File: src/vuart_pkg.sv
// Package for the virtual 16550 register unit: ring sizes, register codes,
// interrupt reason encoding and the priority function. No dependencies.
package vuart_pkg;

	localparam int RX_DEPTH = 256;
	localparam int TX_DEPTH = 256;
	localparam int RX_AW = $clog2(RX_DEPTH);
	localparam int TX_AW = $clog2(TX_DEPTH);
	localparam int RX_CW = $clog2(RX_DEPTH + 1);
	localparam int TX_CW = $clog2(TX_DEPTH + 1);

	localparam logic [1:0] FUNC_READ  = 2'd0;
	localparam logic [1:0] FUNC_WRITE = 2'd1;
	localparam logic [1:0] FUNC_RECV  = 2'd2;
	localparam logic [1:0] FUNC_DRAIN = 2'd3;

	localparam logic [2:0] OFS_DATA = 3'd0;
	localparam logic [2:0] OFS_IER  = 3'd1;
	localparam logic [2:0] OFS_IIR  = 3'd2;
	localparam logic [2:0] OFS_LCR  = 3'd3;
	localparam logic [2:0] OFS_LSR  = 3'd5;
	localparam logic [2:0] OFS_SCR  = 3'd7;

	localparam logic [7:0] WHY_NONE    = 8'h01;
	localparam logic [7:0] WHY_LINE    = 8'h06;
	localparam logic [7:0] WHY_RXDATA  = 8'h0C;
	localparam logic [7:0] WHY_TXEMPTY = 8'h02;
	localparam logic [7:0] IIR_FIFOS_ON = 8'hC0;
	localparam logic [7:0] FCR_KEEP     = 8'hC9;
	localparam logic [7:0] LSR_THRE_TEMT = 8'h60;
	localparam logic [7:0] EMPTY_READ    = 8'hFF;
	localparam logic [7:0] DLL_RESET     = 8'(1843200 / 9600 / 16);

	// Highest-priority pending reason, ranked line status, rx data, tx empty.
	function automatic logic [7:0] int_reason(input logic [7:0] lsr,
		input logic [3:0] ier, input logic rx_nonempty, input logic tx_pend);
		logic [7:0] why;
		if (lsr[1] && ier[2]) begin
			why = WHY_LINE;
		end else if (rx_nonempty && ier[0]) begin
			why = WHY_RXDATA;
		end else if (tx_pend && ier[1]) begin
			why = WHY_TXEMPTY;
		end else begin
			why = WHY_NONE;
		end
		return why;
	endfunction

endpackage

File: src/vuart_if.sv
// Valid/ready channels for the virtual 16550 register unit: access items in,
// result items out. No dependencies.
interface vuart_req_if;
	logic       valid;
	logic       ready;
	logic [1:0] func;
	logic [2:0] offset;
	logic [7:0] wdata;

	modport source (output valid, func, offset, wdata, input ready);
	modport sink (input valid, func, offset, wdata, output ready);
endinterface

interface vuart_rsp_if;
	logic       valid;
	logic       ready;
	logic [7:0] rdata;
	logic [7:0] tx_byte;
	logic       tx_valid;
	logic       irq_pulse;

	modport source (output valid, rdata, tx_byte, tx_valid, irq_pulse, input ready);
	modport sink (input valid, rdata, tx_byte, tx_valid, irq_pulse, output ready);
endinterface

File: src/vuart_ram.sv
// Generic single-write, single-read RAM with registered, enabled read data.
// Stand-alone; used for the receive and transmit rings.
module vuart_ram #(
	parameter int DEPTH = 256,
	parameter int WIDTH = 8
) (
	input  logic                     clk,
	input  logic                     we,
	input  logic [$clog2(DEPTH)-1:0] waddr,
	input  logic [WIDTH-1:0]         wdata,
	input  logic                     re,
	input  logic [$clog2(DEPTH)-1:0] raddr,
	output logic [WIDTH-1:0]         rdata
);
	logic [WIDTH-1:0] mem [DEPTH];

	always_ff @(posedge clk) begin
		if (we) begin
			mem[waddr] <= wdata;
		end
	end

	always_ff @(posedge clk) begin
		if (re) begin
			rdata <= mem[raddr];
		end
	end
endmodule

File: src/virtual_uart_16550_registers_unit.sv
// Top level of the virtual 16550 register unit. Depends on vuart_pkg,
// vuart_if and vuart_ram.
//
// One item enters per clock unless the output stage stalls. An accepted
// beat sits in the input stage, where the register file and both rings
// update and the ring RAM reads are issued; its result then moves to the
// output stage. The ring RAMs (RX_DEPTH and TX_DEPTH bytes) carry no reset;
// their pointers and counts do. A stalled output stage holds the input stage,
// which holds the request channel. The user is to assert cfg_we, which writes
// console_q (console active) only while the unit is idle; nothing enforces it.
module virtual_uart_16550_registers_unit (
	input  logic clk,
	input  logic arst_n,
	vuart_req_if.sink   req,
	vuart_rsp_if.source rsp,
	input  logic cfg_we,
	input  logic cfg_wdata
);
	import vuart_pkg::*;

	logic             console_q;
	logic [RX_AW-1:0] rx_rd_q, rx_wr_q;
	logic [RX_CW-1:0] rx_cnt_q;
	logic [TX_AW-1:0] tx_rd_q, tx_wr_q;
	logic [TX_CW-1:0] tx_cnt_q;
	logic [3:0]       ier_q;
	logic [7:0]       lcr_q, fcr_q, scr_q, dll_q, dlh_q, lsr_q;
	logic             pend_q;

	logic       v_s1;
	logic [1:0] func_s1;
	logic [2:0] offset_s1;
	logic [7:0] wdata_s1;

	logic       v_s2;
	logic [7:0] rdata_s2;
	logic       rx_mem_s2;
	logic       tx_valid_s2;
	logic       irq_s2;

	logic adv_s1, load_s2;
	assign load_s2 = !v_s2 || rsp.ready;
	assign adv_s1  = v_s1 && load_s2;
	assign req.ready = !v_s1 || load_s2;

	// next-state logic for the item in the input stage
	logic             rx_push, rx_pop, rx_clr, tx_push, tx_pop;
	logic [RX_AW-1:0] rx_rd_n, rx_wr_n;
	logic [RX_CW-1:0] rx_cnt_n;
	logic [TX_AW-1:0] tx_rd_n, tx_wr_n;
	logic [TX_CW-1:0] tx_cnt_n;
	logic [3:0]       ier_n;
	logic [7:0]       lcr_n, fcr_n, scr_n, dll_n, dlh_n, lsr_n;
	logic             pend_n;
	logic [7:0]       rdata_n, why;
	logic             rx_mem_n, irq_n, dlab;

	always_comb begin
		ier_n = ier_q; lcr_n = lcr_q; fcr_n = fcr_q; scr_n = scr_q;
		dll_n = dll_q; dlh_n = dlh_q; lsr_n = lsr_q; pend_n = pend_q;
		rx_push = 1'b0; rx_pop = 1'b0; rx_clr = 1'b0;
		tx_push = 1'b0; tx_pop = 1'b0;
		rdata_n = 8'h00; rx_mem_n = 1'b0; irq_n = 1'b0;
		dlab = lcr_q[7];
		why = int_reason(lsr_q, ier_q, rx_cnt_q != '0, pend_q);
		case (func_s1)
			FUNC_READ: begin
				if (dlab && offset_s1 == OFS_DATA) begin
					rdata_n = dll_q;
				end else if (dlab && offset_s1 == OFS_IER) begin
					rdata_n = dlh_q;
				end else begin
					unique case (offset_s1)
						OFS_DATA: begin
							lsr_n[1] = 1'b0;
							if (rx_cnt_q != '0) begin
								rx_pop = 1'b1;
								rx_mem_n = 1'b1;
							end else begin
								rdata_n = EMPTY_READ;
							end
						end
						OFS_IER: rdata_n = {4'h0, ier_q};
						OFS_IIR: begin
							if (why == WHY_TXEMPTY) begin
								pend_n = 1'b0;
							end
							rdata_n = (fcr_q[0] ? IIR_FIFOS_ON : 8'h00) | why;
						end
						OFS_LCR: rdata_n = lcr_q;
						OFS_LSR: begin
							rdata_n = lsr_q | LSR_THRE_TEMT;
							rdata_n[0] = rx_cnt_q != '0;
							lsr_n = rdata_n;
							lsr_n[1] = 1'b0;
						end
						OFS_SCR: rdata_n = scr_q;
						default: rdata_n = 8'h00;
					endcase
				end
			end
			FUNC_WRITE: begin
				if (dlab && offset_s1 == OFS_DATA) begin
					dll_n = wdata_s1;
				end else if (dlab && offset_s1 == OFS_IER) begin
					dlh_n = wdata_s1;
				end else begin
					unique case (offset_s1)
						OFS_DATA: begin
							tx_push = 1'b1;
							pend_n = 1'b1;
						end
						OFS_IER: ier_n = wdata_s1[3:0];
						OFS_IIR: begin
							if (!wdata_s1[0]) begin
								fcr_n = 8'h00;
							end else begin
								rx_clr = wdata_s1[1];
								fcr_n = wdata_s1 & FCR_KEEP;
							end
						end
						OFS_LCR: lcr_n = wdata_s1;
						OFS_SCR: scr_n = wdata_s1;
						default: ;
					endcase
				end
			end
			FUNC_RECV: rx_push = console_q;
			default: tx_pop = console_q && (tx_cnt_q != '0);
		endcase

		// receive ring pointers: overwrite the oldest entry when full
		rx_rd_n = rx_rd_q; rx_wr_n = rx_wr_q; rx_cnt_n = rx_cnt_q;
		if (rx_clr) begin
			rx_rd_n = '0; rx_wr_n = '0; rx_cnt_n = '0;
		end else if (rx_push) begin
			if (rx_cnt_q < RX_CW'(RX_DEPTH)) begin
				rx_cnt_n = rx_cnt_q + 1'b1;
			end else begin
				rx_rd_n = (rx_rd_q == RX_AW'(RX_DEPTH - 1)) ? '0 : rx_rd_q + 1'b1;
			end
			rx_wr_n = (rx_wr_q == RX_AW'(RX_DEPTH - 1)) ? '0 : rx_wr_q + 1'b1;
		end else if (rx_pop) begin
			rx_rd_n = (rx_rd_q == RX_AW'(RX_DEPTH - 1)) ? '0 : rx_rd_q + 1'b1;
			rx_cnt_n = rx_cnt_q - 1'b1;
		end

		tx_rd_n = tx_rd_q; tx_wr_n = tx_wr_q; tx_cnt_n = tx_cnt_q;
		if (tx_push) begin
			if (tx_cnt_q < TX_CW'(TX_DEPTH)) begin
				tx_cnt_n = tx_cnt_q + 1'b1;
			end else begin
				tx_rd_n = (tx_rd_q == TX_AW'(TX_DEPTH - 1)) ? '0 : tx_rd_q + 1'b1;
			end
			tx_wr_n = (tx_wr_q == TX_AW'(TX_DEPTH - 1)) ? '0 : tx_wr_q + 1'b1;
		end else if (tx_pop) begin
			tx_rd_n = (tx_rd_q == TX_AW'(TX_DEPTH - 1)) ? '0 : tx_rd_q + 1'b1;
			tx_cnt_n = tx_cnt_q - 1'b1;
		end

		if (func_s1 == FUNC_READ || func_s1 == FUNC_WRITE || rx_push) begin
			irq_n = int_reason(lsr_n, ier_n, rx_cnt_n != '0, pend_n) != WHY_NONE;
		end
	end

	always_ff @(posedge clk or negedge arst_n) begin
		if (!arst_n) begin
			v_s1 <= 1'b0;
		end else if (req.ready) begin
			v_s1 <= req.valid;
		end
	end

	always_ff @(posedge clk) begin
		if (req.valid && req.ready) begin
			func_s1   <= req.func;
			offset_s1 <= req.offset;
			wdata_s1  <= req.wdata;
		end
	end

	always_ff @(posedge clk or negedge arst_n) begin
		if (!arst_n) begin
			console_q <= 1'b0;
			rx_rd_q <= '0; rx_wr_q <= '0; rx_cnt_q <= '0;
			tx_rd_q <= '0; tx_wr_q <= '0; tx_cnt_q <= '0;
			ier_q <= '0; lcr_q <= '0; fcr_q <= '0; scr_q <= '0;
			dll_q <= DLL_RESET; dlh_q <= '0; lsr_q <= '0; pend_q <= 1'b0;
		end else begin
			if (cfg_we) begin
				console_q <= cfg_wdata;
			end
			if (adv_s1) begin
				rx_rd_q <= rx_rd_n; rx_wr_q <= rx_wr_n; rx_cnt_q <= rx_cnt_n;
				tx_rd_q <= tx_rd_n; tx_wr_q <= tx_wr_n; tx_cnt_q <= tx_cnt_n;
				ier_q <= ier_n; lcr_q <= lcr_n; fcr_q <= fcr_n; scr_q <= scr_n;
				dll_q <= dll_n; dlh_q <= dlh_n; lsr_q <= lsr_n; pend_q <= pend_n;
			end
		end
	end

	always_ff @(posedge clk or negedge arst_n) begin
		if (!arst_n) begin
			v_s2 <= 1'b0;
		end else if (load_s2) begin
			v_s2 <= v_s1;
		end
	end

	always_ff @(posedge clk) begin
		if (adv_s1) begin
			rdata_s2    <= rdata_n;
			rx_mem_s2   <= rx_mem_n;
			tx_valid_s2 <= tx_pop;
			irq_s2      <= irq_n;
		end
	end

	logic [7:0] rx_rd_data, tx_rd_data;

	vuart_ram #(.DEPTH(RX_DEPTH), .WIDTH(8)) u_rx_ram (
		.clk   (clk),
		.we    (adv_s1 && rx_push),
		.waddr (rx_wr_q),
		.wdata (wdata_s1),
		.re    (adv_s1 && rx_pop),
		.raddr (rx_rd_q),
		.rdata (rx_rd_data)
	);

	vuart_ram #(.DEPTH(TX_DEPTH), .WIDTH(8)) u_tx_ram (
		.clk   (clk),
		.we    (adv_s1 && tx_push),
		.waddr (tx_wr_q),
		.wdata (wdata_s1),
		.re    (adv_s1 && tx_pop),
		.raddr (tx_rd_q),
		.rdata (tx_rd_data)
	);

	assign rsp.valid     = v_s2;
	assign rsp.rdata     = rx_mem_s2 ? rx_rd_data : rdata_s2;
	assign rsp.tx_byte   = tx_valid_s2 ? tx_rd_data : 8'h00;
	assign rsp.tx_valid  = tx_valid_s2;
	assign rsp.irq_pulse = irq_s2;

	a_rx_cnt_bound: assert property (@(posedge clk) disable iff (!arst_n)
		rx_cnt_q <= RX_CW'(RX_DEPTH))
		else $error("receive count beyond ring depth");

	a_rx_ptr_span: assert property (@(posedge clk) disable iff (!arst_n)
		RX_AW'(rx_wr_q - rx_rd_q) == rx_cnt_q[RX_AW-1:0])
		else $error("receive pointers disagree with count");

	a_tx_ptr_span: assert property (@(posedge clk) disable iff (!arst_n)
		TX_AW'(tx_wr_q - tx_rd_q) == tx_cnt_q[TX_AW-1:0])
		else $error("transmit pointers disagree with count");

	a_drain_no_irq: assert property (@(posedge clk) disable iff (!arst_n)
		adv_s1 && func_s1 == FUNC_DRAIN |=> !irq_s2 && rdata_s2 == 8'h00)
		else $error("drain result carries read data or interrupt");
endmodule

File: src/flat_wrapper.sv
// flat-port wrapper written by rule: the top's interface ports become plain ports
module virtual_uart_16550_registers_unit_flat import vuart_pkg::*;
  (clk, arst_n, cfg_we, cfg_wdata, req_valid, req_func, req_offset, req_wdata, req_ready, rsp_valid, rsp_rdata, rsp_tx_byte, rsp_tx_valid, rsp_irq_pulse, rsp_ready);
  vuart_req_if req_i ();
  vuart_rsp_if rsp_i ();
  input  logic clk;
  input  logic arst_n;
  input  logic cfg_we;
  input  logic cfg_wdata;
  input wire logic [$bits(req_i.valid)-1:0] req_valid;
  input wire logic [$bits(req_i.func)-1:0] req_func;
  input wire logic [$bits(req_i.offset)-1:0] req_offset;
  input wire logic [$bits(req_i.wdata)-1:0] req_wdata;
  output wire logic [$bits(req_i.ready)-1:0] req_ready;
  output wire logic [$bits(rsp_i.valid)-1:0] rsp_valid;
  output wire logic [$bits(rsp_i.rdata)-1:0] rsp_rdata;
  output wire logic [$bits(rsp_i.tx_byte)-1:0] rsp_tx_byte;
  output wire logic [$bits(rsp_i.tx_valid)-1:0] rsp_tx_valid;
  output wire logic [$bits(rsp_i.irq_pulse)-1:0] rsp_irq_pulse;
  input wire logic [$bits(rsp_i.ready)-1:0] rsp_ready;
  assign req_i.valid = req_valid;
  assign req_i.func = req_func;
  assign req_i.offset = req_offset;
  assign req_i.wdata = req_wdata;
  assign req_ready = req_i.ready;
  assign rsp_valid = rsp_i.valid;
  assign rsp_rdata = rsp_i.rdata;
  assign rsp_tx_byte = rsp_i.tx_byte;
  assign rsp_tx_valid = rsp_i.tx_valid;
  assign rsp_irq_pulse = rsp_i.irq_pulse;
  assign rsp_i.ready = rsp_ready;
  virtual_uart_16550_registers_unit u_core (.clk(clk), .arst_n(arst_n), .req(req_i), .rsp(rsp_i), .cfg_we(cfg_we), .cfg_wdata(cfg_wdata));
endmodule
File: config.mk
export PLATFORM = sky130hd
export DESIGN_NAME = virtual_uart_16550_registers_unit_flat
export DESIGN_NICKNAME = d
export VERILOG_FILES = /design/src/vuart_pkg.sv /design/src/vuart_if.sv /design/src/vuart_ram.sv /design/src/virtual_uart_16550_registers_unit.sv /design/src/flat_wrapper.sv
export SDC_FILE = /design/constraint.sdc
export NUM_CORES = 2
export LEC_CHECK = 0
export ABC_AREA = 1
export BUFFER_PORTS_ARGS = -buffer_cell sky130_fd_sc_hd__buf_2
export CELL_PAD_IN_SITES_DETAIL_PLACEMENT = 0
export CELL_PAD_IN_SITES_GLOBAL_PLACEMENT = 1
export CORE_MARGIN = 2
export CORE_UTILIZATION = 50
export DETAILED_ROUTE_END_ITERATION = 16
export MAX_ROUTING_LAYER = met4
export PLACE_DENSITY = 0.84
export SLEW_MARGIN = 20
export SYNTH_ARGS = -nofsm -noshare
export SYNTH_HDL_FRONTEND = slang
export SYNTH_SLANG_ARGS = --single-unit
File: constraint.sdc
create_clock -name clk -period 19.9 [get_ports clk]
set_input_delay 0 -clock clk [delete_from_list [all_inputs] [get_ports clk]]
set_output_delay 0 -clock clk [all_outputs]
set_load 0.03 [all_outputs]
==> out/metrics.cfg <==
[clock_tree]
cts.sinks = 4228
clk_pin_slew_worst_paths_ns = 0.07
clock_path_buffers = 4
cts_max_level = 5
clk_latency_ns = 1.01
cts_tree = built
cts-root-buf = clkbuf_16
cts_post_setup_buffers_inserted = 0
cts_buffers = 424

[sta]
min_period_ns = 5.43
fin_skew_ns = 0.102
tns_ns = 0
finalHoldViolCount = 0
post-route-period-util = 0.273
fmax_ghz = 0.184
rsz0062_at_grt = no
relSlewSlack = 0.194
tightest_slew_ns = 1.21
setup_viol_count_final = 0
final_max_slew_viol_count = 0
worst_slack_ns = 14.47

[layout]
nFillCells = 26900
final_nets = 13200
syn2layout_area_growth_pct = 9.78
drive_gt1_frac = 0.0664

[worst_setup_path]
cpMostUsedCell = nand2_1
slowest_delay_ns = 0.91
crit_path_top_delay_cell = buf_4
worst_ep_arrival_time_ns = 6.24
critPathCaptureType = register
path_buf_inv = 4
worst-setup-path-type = reg -> reg
setup.worst_path.start_class = register
path_max_fanout = 164
cp_top_family = buffers and inverters
required_ns = 20.72
path_cells = inv_8, buf_4, buf_4, buf_4, o21ai_0, o211ai_1, nand3_1, nand3_1, nand2_1, nand2_1, nor2_1, nand2_1, nand3_1, nand2_1

[power_and_ir_drop]
ir_worst_vdd_v = 0.000159
power.density_mw_per_mm2 = 139
power.leakage_uw = 0.0595

[grt]
grt_max_degree = 239
grt.overflow.total = 0
grt_pass1_vias = 102000
antenna_found_initial = 10
grt_pass1_wl_um = 660000
grt_usage = 0.258

[synthesis]
synth_area_mm2 = 0.170
yosysSeqAreaShare = 0.743
synth_area_leader_cell = edfxtp_1
synth.area.top_cells = edfxtp_1 73%, nor2_1 6.7%, o21ai_0 5.9%
syn-mean-instance-area_um2 = 12.6
synth.top_cells.by_count = 4136 x edfxtp_1, 3028 x nor2_1, 2022 x o21ai_0
synth.distinct_cells = 54
synth-main-ff-cell = edfxtp_1
synth_top_cell_area_share = 0.730
synth_nets = 13500
synth_most_common_cell = edfxtp_1
synthCells = 13500
synth_edf_count = 4136
yosys_warnings = 0
ys_ff_latch = 4228
async_reset_ff_frac = 0.0218

[min_path]
hp-class = in -> async

[floorplan]
start_util = 0.502
core_mm2 = 0.339
fp.dieArea_mm2 = 0.345
fp.dieW_um = 587
die_height_um = 587
rows = 214
io-pin-count = 39

[placement]
place_congestion = 0.867
place_ws_ns = 14.61
dp_hpwl_um = 240000
io_buffers = 38

[routing]
drc = 0
vias = 110000
first_pass_iters = 6
viasPerCell = 6.06
drt_iter0_markers = 15500
ant_nets = 0
routed_wl_um = 446000
wl_per_cell_um = 24.7

[run]
maxCapViolCount = 0

[run_status]
status = finished clean

==> path summary, 6_finish.rpt <==
| path | startpoint | to | cells past startpoint | slack, ns |
|---|---|---|---|---|
| max reg2reg | u_core.tx_rd_q[0] | u_core.u_tx_ram.rdata[6] | 14 | 14.47 |
| max in group asynchronous | arst_n | u_core.tx_rd_q[1] | 4 | 18.88 |
| min | arst_n | u_core.rx_rd_q[6] | 4 | 0.14 |
| min reg2reg | u_core.dll_q[1] | u_core.dll_q[1] | 2 | 0.48 |
| max | u_core.tx_rd_q[0] | u_core.u_tx_ram.rdata[6] | 14 | 14.47 |
| min in group clk | req_offset[0] | u_core.offset_s1[0] | 3 | 0.31 |
==> sequential cells by signal, indices dropped and copies added, names as in the netlist, 2 cells and up <==
signal	cells
u_core.lcr_q	8
u_core.u_tx_ram.rdata	8
u_core.tx_wr_q	8
u_core.dlh_q	8
u_core.dll_q	8
u_core.ier_q	4
u_core.rx_rd_q	8
u_core.tx_rd_q	8
u_core.tx_cnt_q	9
u_core.u_rx_ram.rdata	8
u_core.wdata_s1	8
u_core.u_rx_ram.mem	2048
u_core.func_s1	2
u_core.scr_q	8
u_core.rx_cnt_q	9
u_core.u_tx_ram.mem	2048
u_core.offset_s1	3
u_core.rx_wr_q	8
u_core.rdata_s2	8
==> cells in the final DEF, fill, tap and decap left out, types with 12 or more instances in the layout <==
cell type / synthesis / layout
nand2_1: 969 / 947
inv_1: 156 / 151
clkinvlp_4: 0 / 12
nand2_2: 2 / 24
bufinv_16: 0 / 40
nor2_1: 3028 / 3024
xor2_1: 12 / 12
edfxtp_1: 4136 / 4136
inv_6: 0 / 12
o21ai_0: 2022 / 2022
buf_12: 0 / 17
clkinv_1: 5 / 86
buf_4: 106 / 142
o211ai_1: 449 / 449
o22ai_1: 485 / 485
buf_2: 345 / 37
nand4_1: 32 / 32
nand3_1: 644 / 636
ha_1: 19 / 19
clkbuf_16: 0 / 432
clkbuf_1: 390 / 94
dfrtp_1: 90 / 82
o21ai_1: 117 / 117
o221ai_1: 66 / 66
a21oi_1: 206 / 206
clkinv_2: 0 / 77
nor3_1: 15 / 15
dlygate4sd3_1: 0 / 38
==> tightest hold or removal path, cell delays in order <==
cell and delay (ns):
dlygate4sd3_1 0.51, dlygate4sd3_1 0.55, buf_4 0.18, buf_16 0.27
==> report_power, final <==
| group | internal (µW) | switching (µW) | total, µW |
|---|---|---|---|
| clock | 4520 | 3350 | 7870 |
| sequential | 9910 | 207 | 10100 |
| combinational | 2090 | 5890 | 7980 |
| total | 16500 | 9440 | 26000 |
==> kinds of logic after synthesis <==
| family | count (synthesis) | share of synthesized area |
|---|---|---|
| simple gates | 4725 | 0.110 |
| flops | 4228 | 0.743 |
| compound gates | 3366 | 0.111 |
| buf+inv | 1117 | 0.0324 |
| fa+ha+maj | 20 | 0.00151 |
| xor+xnor | 15 | 0.000772 |
| mux | 10 | 0.000654 |
==> area by class of cell <==
| class | instances | area (µm²) | area share |
|---|---|---|---|
| Antenna cell | 8 | 20.0 | 0.000107 |
| Clock buffer | 534 | 11300 | 0.0603 |
| Clock inverter | 236 | 2310 | 0.0124 |
| Inverter | 177 | 718 | 0.00384 |
| Multi-Input combinational cell | 8136 | 38300 | 0.205 |
| Sequential cell | 4228 | 127000 | 0.677 |
| Tap cell | 4536 | 5680 | 0.0304 |
| Timing Repair Buffer | 236 | 2010 | 0.0108 |
==> per-layer routing <==
layer | up-vias | global-route usage | wire length [µm]
li1 | 48800 | - | -
met1 | 54200 | 0.368 | 182000
met2 | 5822 | 0.379 | 203000
met3 | 754 | 0.0514 | 48900
met4 | 0 | 0.0734 | 12400
met5 | - | - | 0
==> metrics by stage <==
stage / instance area [µm²] / std cells / hold WS [ns] / power [µW] / utilization
after floorplan: 170000 / 13500 / -0.296 / 15700 / -
after global placement: 173000 / 17300 / 0.0653 / 18000 / 0.509
after detailed placement: 173000 / 17300 / 0.0627 / 18100 / 0.509
after CTS: 187000 / 18100 / 0.0782 / 25900 / 0.551
after global routing: 187000 / 18100 / 0.151 / 27000 / 0.551
final: 187000 / 18100 / 0.142 / 26000 / 0.551
==> what timing repair did <==
action,in CTS,in global routing
resized for setup,0,0
endpoints found under the hold margin,140,0
hold buffers,39,0
Power figures use the tool's default switching activity.
